===== src/rtl/core/rectangle_fill_outline_raster_core_assert.svh =====
// Assertion macros shared by the rectangle raster core.
// Each macro expects signals named clk and rst_n in the including scope.
`ifndef RECTANGLE_FILL_OUTLINE_RASTER_CORE_ASSERT_SVH
`define RECTANGLE_FILL_OUTLINE_RASTER_CORE_ASSERT_SVH

// The antecedent implies the consequent in the same cycle.
`define RFOR_ASSERT_IMP(label, ante, cons, msg) \
  label: assert property (@(posedge clk) disable iff (!rst_n) (ante) |-> (cons)) \
    else $error(msg);

// The antecedent implies the consequent in the next cycle.
`define RFOR_ASSERT_NXT(label, ante, cons, msg) \
  label: assert property (@(posedge clk) disable iff (!rst_n) (ante) |=> (cons)) \
    else $error(msg);

`endif


===== src/rtl/core/rfor_pkg.sv =====
// Package for the rectangle raster core: codes, port widths and the
// controller/datapath interface types. No dependencies.
`default_nettype none

package rfor_pkg;

  // Port widths.
  localparam int IN_TDATA_W  = 136;
  localparam int IN_TUSER_W  = 2;
  localparam int OUT_TDATA_W = 8;
  localparam int CFG_INDEX_W = 2;
  localparam int CFG_DATA_W  = 10;

  // Command codes carried in the input tuser.
  localparam logic [1:0] OP_CLEAR = 2'd0;
  localparam logic [1:0] OP_DRAW  = 2'd1;
  localparam logic [1:0] OP_READ  = 2'd2;

  // Shape type bytes.
  localparam logic [7:0] SHAPE_FILLED  = 8'h52;  // 'R'
  localparam logic [7:0] SHAPE_OUTLINE = 8'h72;  // 'r'

  // Configuration register indexes.
  localparam logic [CFG_INDEX_W-1:0] CFG_WIDTH      = 2'd0;
  localparam logic [CFG_INDEX_W-1:0] CFG_HEIGHT     = 2'd1;
  localparam logic [CFG_INDEX_W-1:0] CFG_BACKGROUND = 2'd2;

  // Controller states.
  typedef enum logic [2:0] {
    ST_IDLE,
    ST_SETUP,
    ST_SCAN,
    ST_RMUL,
    ST_RMEM,
    ST_DONE
  } rfor_state_t;

  // Commands from the controller to the datapath.
  typedef struct packed {
    logic capture;
    logic setup;
    logic step;
    logic rmul;
    logic load_out;
  } rfor_cmd_t;

  // Status from the datapath to the controller.
  typedef struct packed {
    logic [1:0] op;
    logic       draw_ok;
    logic       scan_last;
  } rfor_stat_t;

endpackage

`default_nettype wire


===== src/rtl/core/rfor_ctrl.sv =====
// Controller state machine of the rectangle raster core.
// Depends on rfor_pkg; drives the datapath through rfor_cmd_t.
`default_nettype none

module rfor_ctrl (
  input  wire logic                  clk,
  input  wire logic                  rst_n,
  input  wire logic                  in_tvalid,
  output logic                       in_tready,
  input  wire logic [1:0]            in_op,
  output logic                       out_tvalid,
  input  wire logic                  out_tready,
  input  wire rfor_pkg::rfor_stat_t  stat,
  output rfor_pkg::rfor_cmd_t        cmd
);
  import rfor_pkg::*;

  rfor_state_t state_r, state_nxt;
  logic        out_valid_r, out_valid_nxt;

  // State and output-valid registers.
  always_ff @(posedge clk) begin
    if (!rst_n) begin
      state_r     <= ST_IDLE;
      out_valid_r <= 1'b0;
    end else begin
      state_r     <= state_nxt;
      out_valid_r <= out_valid_nxt;
    end
  end

  // Next state and commands.
  always_comb begin
    state_nxt     = state_r;
    cmd           = '0;
    out_valid_nxt = out_valid_r && !out_tready;
    case (state_r)
      ST_IDLE: begin
        if (in_tvalid) begin
          cmd.capture = 1'b1;
          case (in_op)
            OP_CLEAR: state_nxt = ST_SCAN;
            OP_DRAW:  state_nxt = ST_SETUP;
            OP_READ:  state_nxt = ST_RMUL;
            default:  state_nxt = ST_DONE;
          endcase
        end
      end
      ST_SETUP: begin
        cmd.setup = 1'b1;
        state_nxt = stat.draw_ok ? ST_SCAN : ST_DONE;
      end
      ST_SCAN: begin
        cmd.step = 1'b1;
        if (stat.scan_last) begin
          state_nxt = ST_DONE;
        end
      end
      ST_RMUL: begin
        cmd.rmul  = 1'b1;
        state_nxt = ST_RMEM;
      end
      ST_RMEM: begin
        state_nxt = ST_DONE;
      end
      ST_DONE: begin
        // Hand the result over once the output register is free.
        if (!out_valid_r || out_tready) begin
          cmd.load_out  = 1'b1;
          out_valid_nxt = 1'b1;
          state_nxt     = ST_IDLE;
        end
      end
      default: state_nxt = ST_IDLE;
    endcase
  end

  assign in_tready  = (state_r == ST_IDLE);
  assign out_tvalid = out_valid_r;

endmodule

`default_nettype wire


===== config.mk =====
export PLATFORM = sky130hd
export DESIGN_NAME = rfor_ctrl
export DESIGN_NICKNAME = d
export VERILOG_FILES = /design/src/rtl/core/rectangle_fill_outline_raster_core_assert.svh /design/src/rtl/core/rfor_pkg.sv /design/src/rtl/core/rfor_ctrl.sv
export SDC_FILE = /design/constraint.sdc
export NUM_CORES = 1
export LEC_CHECK = 0
export BUFFER_PORTS_ARGS = -buffer_cell sky130_fd_sc_hd__buf_2
export CAP_MARGIN = 20
export CELL_PAD_IN_SITES_DETAIL_PLACEMENT = 1
export CELL_PAD_IN_SITES_GLOBAL_PLACEMENT = 1
export CORE_AREA = 2 2 39 41
export CTS_CLUSTER_SIZE = 25
export DETAILED_ROUTE_END_ITERATION = 12
export DIE_AREA = 0 0 41 43
export PLACE_DENSITY = 0.73
export SLEW_MARGIN = 20
export SYNTH_ARGS = -nofsm -noshare
export SYNTH_HDL_FRONTEND = slang
export SYNTH_SLANG_ARGS = --single-unit

===== constraint.sdc =====
create_clock -name clk -period 1.16 [get_ports clk]
set_input_delay 0.232 -clock clk [delete_from_list [all_inputs] [get_ports clk]]
set_output_delay 0.232 -clock clk [all_outputs]
set_load 0.005 [all_outputs]

==> summary.md <==
| Metric | Value |
|---|---|
| Run status | finished with violations |
| Failing checks | negative setup slack |
| Fraction of final layout cells with drive strength greater than 1 | 57.4% |
| Sum of overflow across all layers after global routing | 0 |
| FFs w/ async S/R, synth | 0% |
| Detail Placement HPWL | 641 um |
| Width of the chip | 41 um |
| Starting utilization of the core area | 22.2% |
| Average vias per placed instance | 4.83 |
| Worst setup path class | flop to output port |
| Sort of element at the end of the critical path | output port |
| Multiplexer share of the synthesized area | 0% |
| Total wire length after detailed routing | 921 um |
| Largest net degree at the start of global routing | 9 |
| Sequential share of the synthesized area | 26.0% |
| Floorplan core area | 1380 um2 |
| Clock tree from TritonCTS | yes |
| Synthesized area per cell | 7.89 um2 |
| Critical path peak fanout | 8 |
| TritonCTS Sinks | 4 |
| Area enclosed by the die boundary | 1760 um2 |
| Post-layout instance area | 502 um2 |
| Xor and xnor fraction of the mapped netlist area | 0% |
| Internal power contribution | 544 uW |
| Cell area reported after detailed placement | 405 um2 |
| PortBufs | 14 |
| Number of cells produced by synthesis | 39 |
| Row Count | 14 |
| Count of synthesis-stage warnings from yosys | 0 |
| Final count of pins violating max slew | 0 |
| Slew HR | 78.7% |
| Critical Path Source Type | flop |
| Number of I/O pins | 17 |
| Depth of the CTS H-tree | 1 |
| Combinational family with the most area after synthesis | simple AND/OR/NAND/NOR gates |
| Post-Syn Area | 308 um2 |
| Wire length per cell | 12.0 um |
| Final min period | 1300 ps |
| Overall power | 837 uW |
| Worst Path Required | 930 ps |
| Die Span Y | 43 um |
| Count of cell types in the netlist | 22 |
| Growth of design area from synthesis to finish | 63.0% |
| CTS Buf Count | 3 |
| Unrepaired setup endpoints after global routing | yes |
| Nets | 73 |
| Synthesized-area fraction occupied by and/or/nand/nor cells | 37.8% |
| Clk_skew | 0.889 ps |
| Pwr/cell area | 1670 nW/um2 |
| Worst VDD drop | 0.494 mV |
| Placed Instances | 71 |
| Adder-cell area share of the yosys netlist | 0% |
| Top cell type's share of synthesized area | 26.0% |
| Largest cells by area after synthesis | dfxtp_1, a21oi_1, buf_6 |
| Final Hold Slack | 246 ps |
| Non-filler cells in the finished layout | 77 |
| Iteration count of the initial detailed-routing pass | 4 |
| Sw Share | 35.0% |
| FILL cells | 181 |
| Reg power frac | 28.9% |
| Post-synthesis cell type with the largest combined area | dfxtp_1 |
| Placer's final routability congestion estimate | 0.768 |
| Final ANT Viol Nets | 0 |
| Total nets after synthesis | 49 |
| Most frequently used cell type in the post-synthesis netlist | a21oi_1 |
| Leading cell types by count after synthesis | a21oi_1, dfxtp_1, nand2b_1, nor2_1, nor3_1 |
| Slew at the pin with the worst max-slew slack | 317 ps |
| Clock root buffer master | clkbuf_4 |
| Number of antenna violations at the first check in global routing | 0 |
| Compound-gate portion of the synthesized area | 24.0% |
| Achievable clock frequency | 772 MHz |
| Clock Latency Late Sink | 230 ps |
| Number of global-route vias before repair | 368 |
| Violation count after the first detailed-routing iteration | 3 |
| Global routing usage summed across all routing layers | 13.0% |
| Leakage power summed over all cells | 0.000238 uW |
| Total of max-cap violations | 0 |
| Clk network pwr share | 20.8% |
| Setup Slack @ Placement | -74.5 ps |
| Final hold violation count | 0 |
| Path type of the worst min-delay path | input port to flop |
| Worst-case setup margin in the final layout | -135 ps |
| # diodes | 0 |
| CP arrival | 1060 ps |
| Fraction of power consumed by combinational cells | 50.3% |
| Portion of the clock cycle consumed by the worst path in the final layout | 112% |
| Maximum count of clock buffers along a single path | 2 |
| Number of enable flip-flop cells after synthesis | 0 |
| Overall via count from detail_route | 372 |
| Total of flip-flops plus latches after synthesis | 4 |
| Count of final setup violators | 5 |
| Net switching power | 293 uW |
| CTS clock-pin slew for the worst setup and hold paths | 40 ps |
| Dominant synthesized flop cell | dfxtp_1 |
| Remaining design rule violation count | 0 |
| Wire length of the first global-routing pass | 1550 um |
-- kinds of logic after synthesis --
group	count (synthesis)
buffers and inverters	5
DFF	4
and+or+nand+nor	18
AOI/OAI and AO/OA	12
-- per-stage QoR --
step	utilization, %	setup TNS [ps]
2_1_floorplan	-	0
3_3_place_gp	29.3	-205
3_5_place_dp	29.3	-233
4_1_cts	34.9	-466
5_1_grt	36.3	-819
6_report	36.3	-402
-- sequential cells by signal, indices dropped and copies added, names as in the netlist --
| name | flops |
|---|---|
| out_tvalid | 1 |
| state_r | 3 |
-- metal layers --
layer	GRT usage, %	routed length, um	vias to the layer above
met3	3.14	44	2
met2	18.8	482	12
met1	17.4	377	175
li1	-	-	183
met4	6.00	17	0
met5	0	0	-
-- path summary, 6_finish.rpt --
| kind | from | end | slack, ps | cells past startpoint |
|---|---|---|---|---|
| setup / recovery | state_r[1] | cmd[0] | -140 | 3 |
| hold / removal | rst_n | state_r[1] | 250 | 2 |
| setup reg to reg | state_r[2] | state_r[0] | 10 | 5 |
| hold reg to reg | out_tvalid | out_tvalid | 540 | 2 |
-- power by group through the flow --
stage          sequential [uW]  clock, uW  combinational, uW
6_report                   242        174                422
5_1_grt                    254        186                469
4_1_cts                    240        177                395
3_5_place_dp               233          0                326
3_3_place_gp               232          0                319
2_1_floorplan              186          0                250
-- what timing repair did --
item | in CTS | in global routing
hold buffers | 0 | 0
setup endpoints to repair | 8 | 9
gates cloned | 0 | 0
gates resized for setup | 13 | 5
setup buffers | 3 | 1
pin swaps | 3 | 2
-- layout make-up --
class,instances,area [um2],area share (%)
clock buffers,3,22.5,4.49
inverters,2,7.51,1.50
multi-input cells,30,215,42.9
flip-flops and latches,4,91.3,18.2
well taps,16,20.0,3.99
repair buffers,22,145,28.9
-- cells in the final DEF (no fill, tap or decap), types with 3 or more instances in the layout --
cell type and n:
a21oi_1 5, buf_6 4, buf_4 4, buf_2 14, clkbuf_4 3, nand2b_1 3, dfxtp_4 3
-- critical path, stage by stage, from the launching register on --
cell	delay, ps
dfxtp_4	360
nand3b_1	170
and2b_1	190
buf_2	100
No activity file was read; power rests on OpenSTA's default activity.
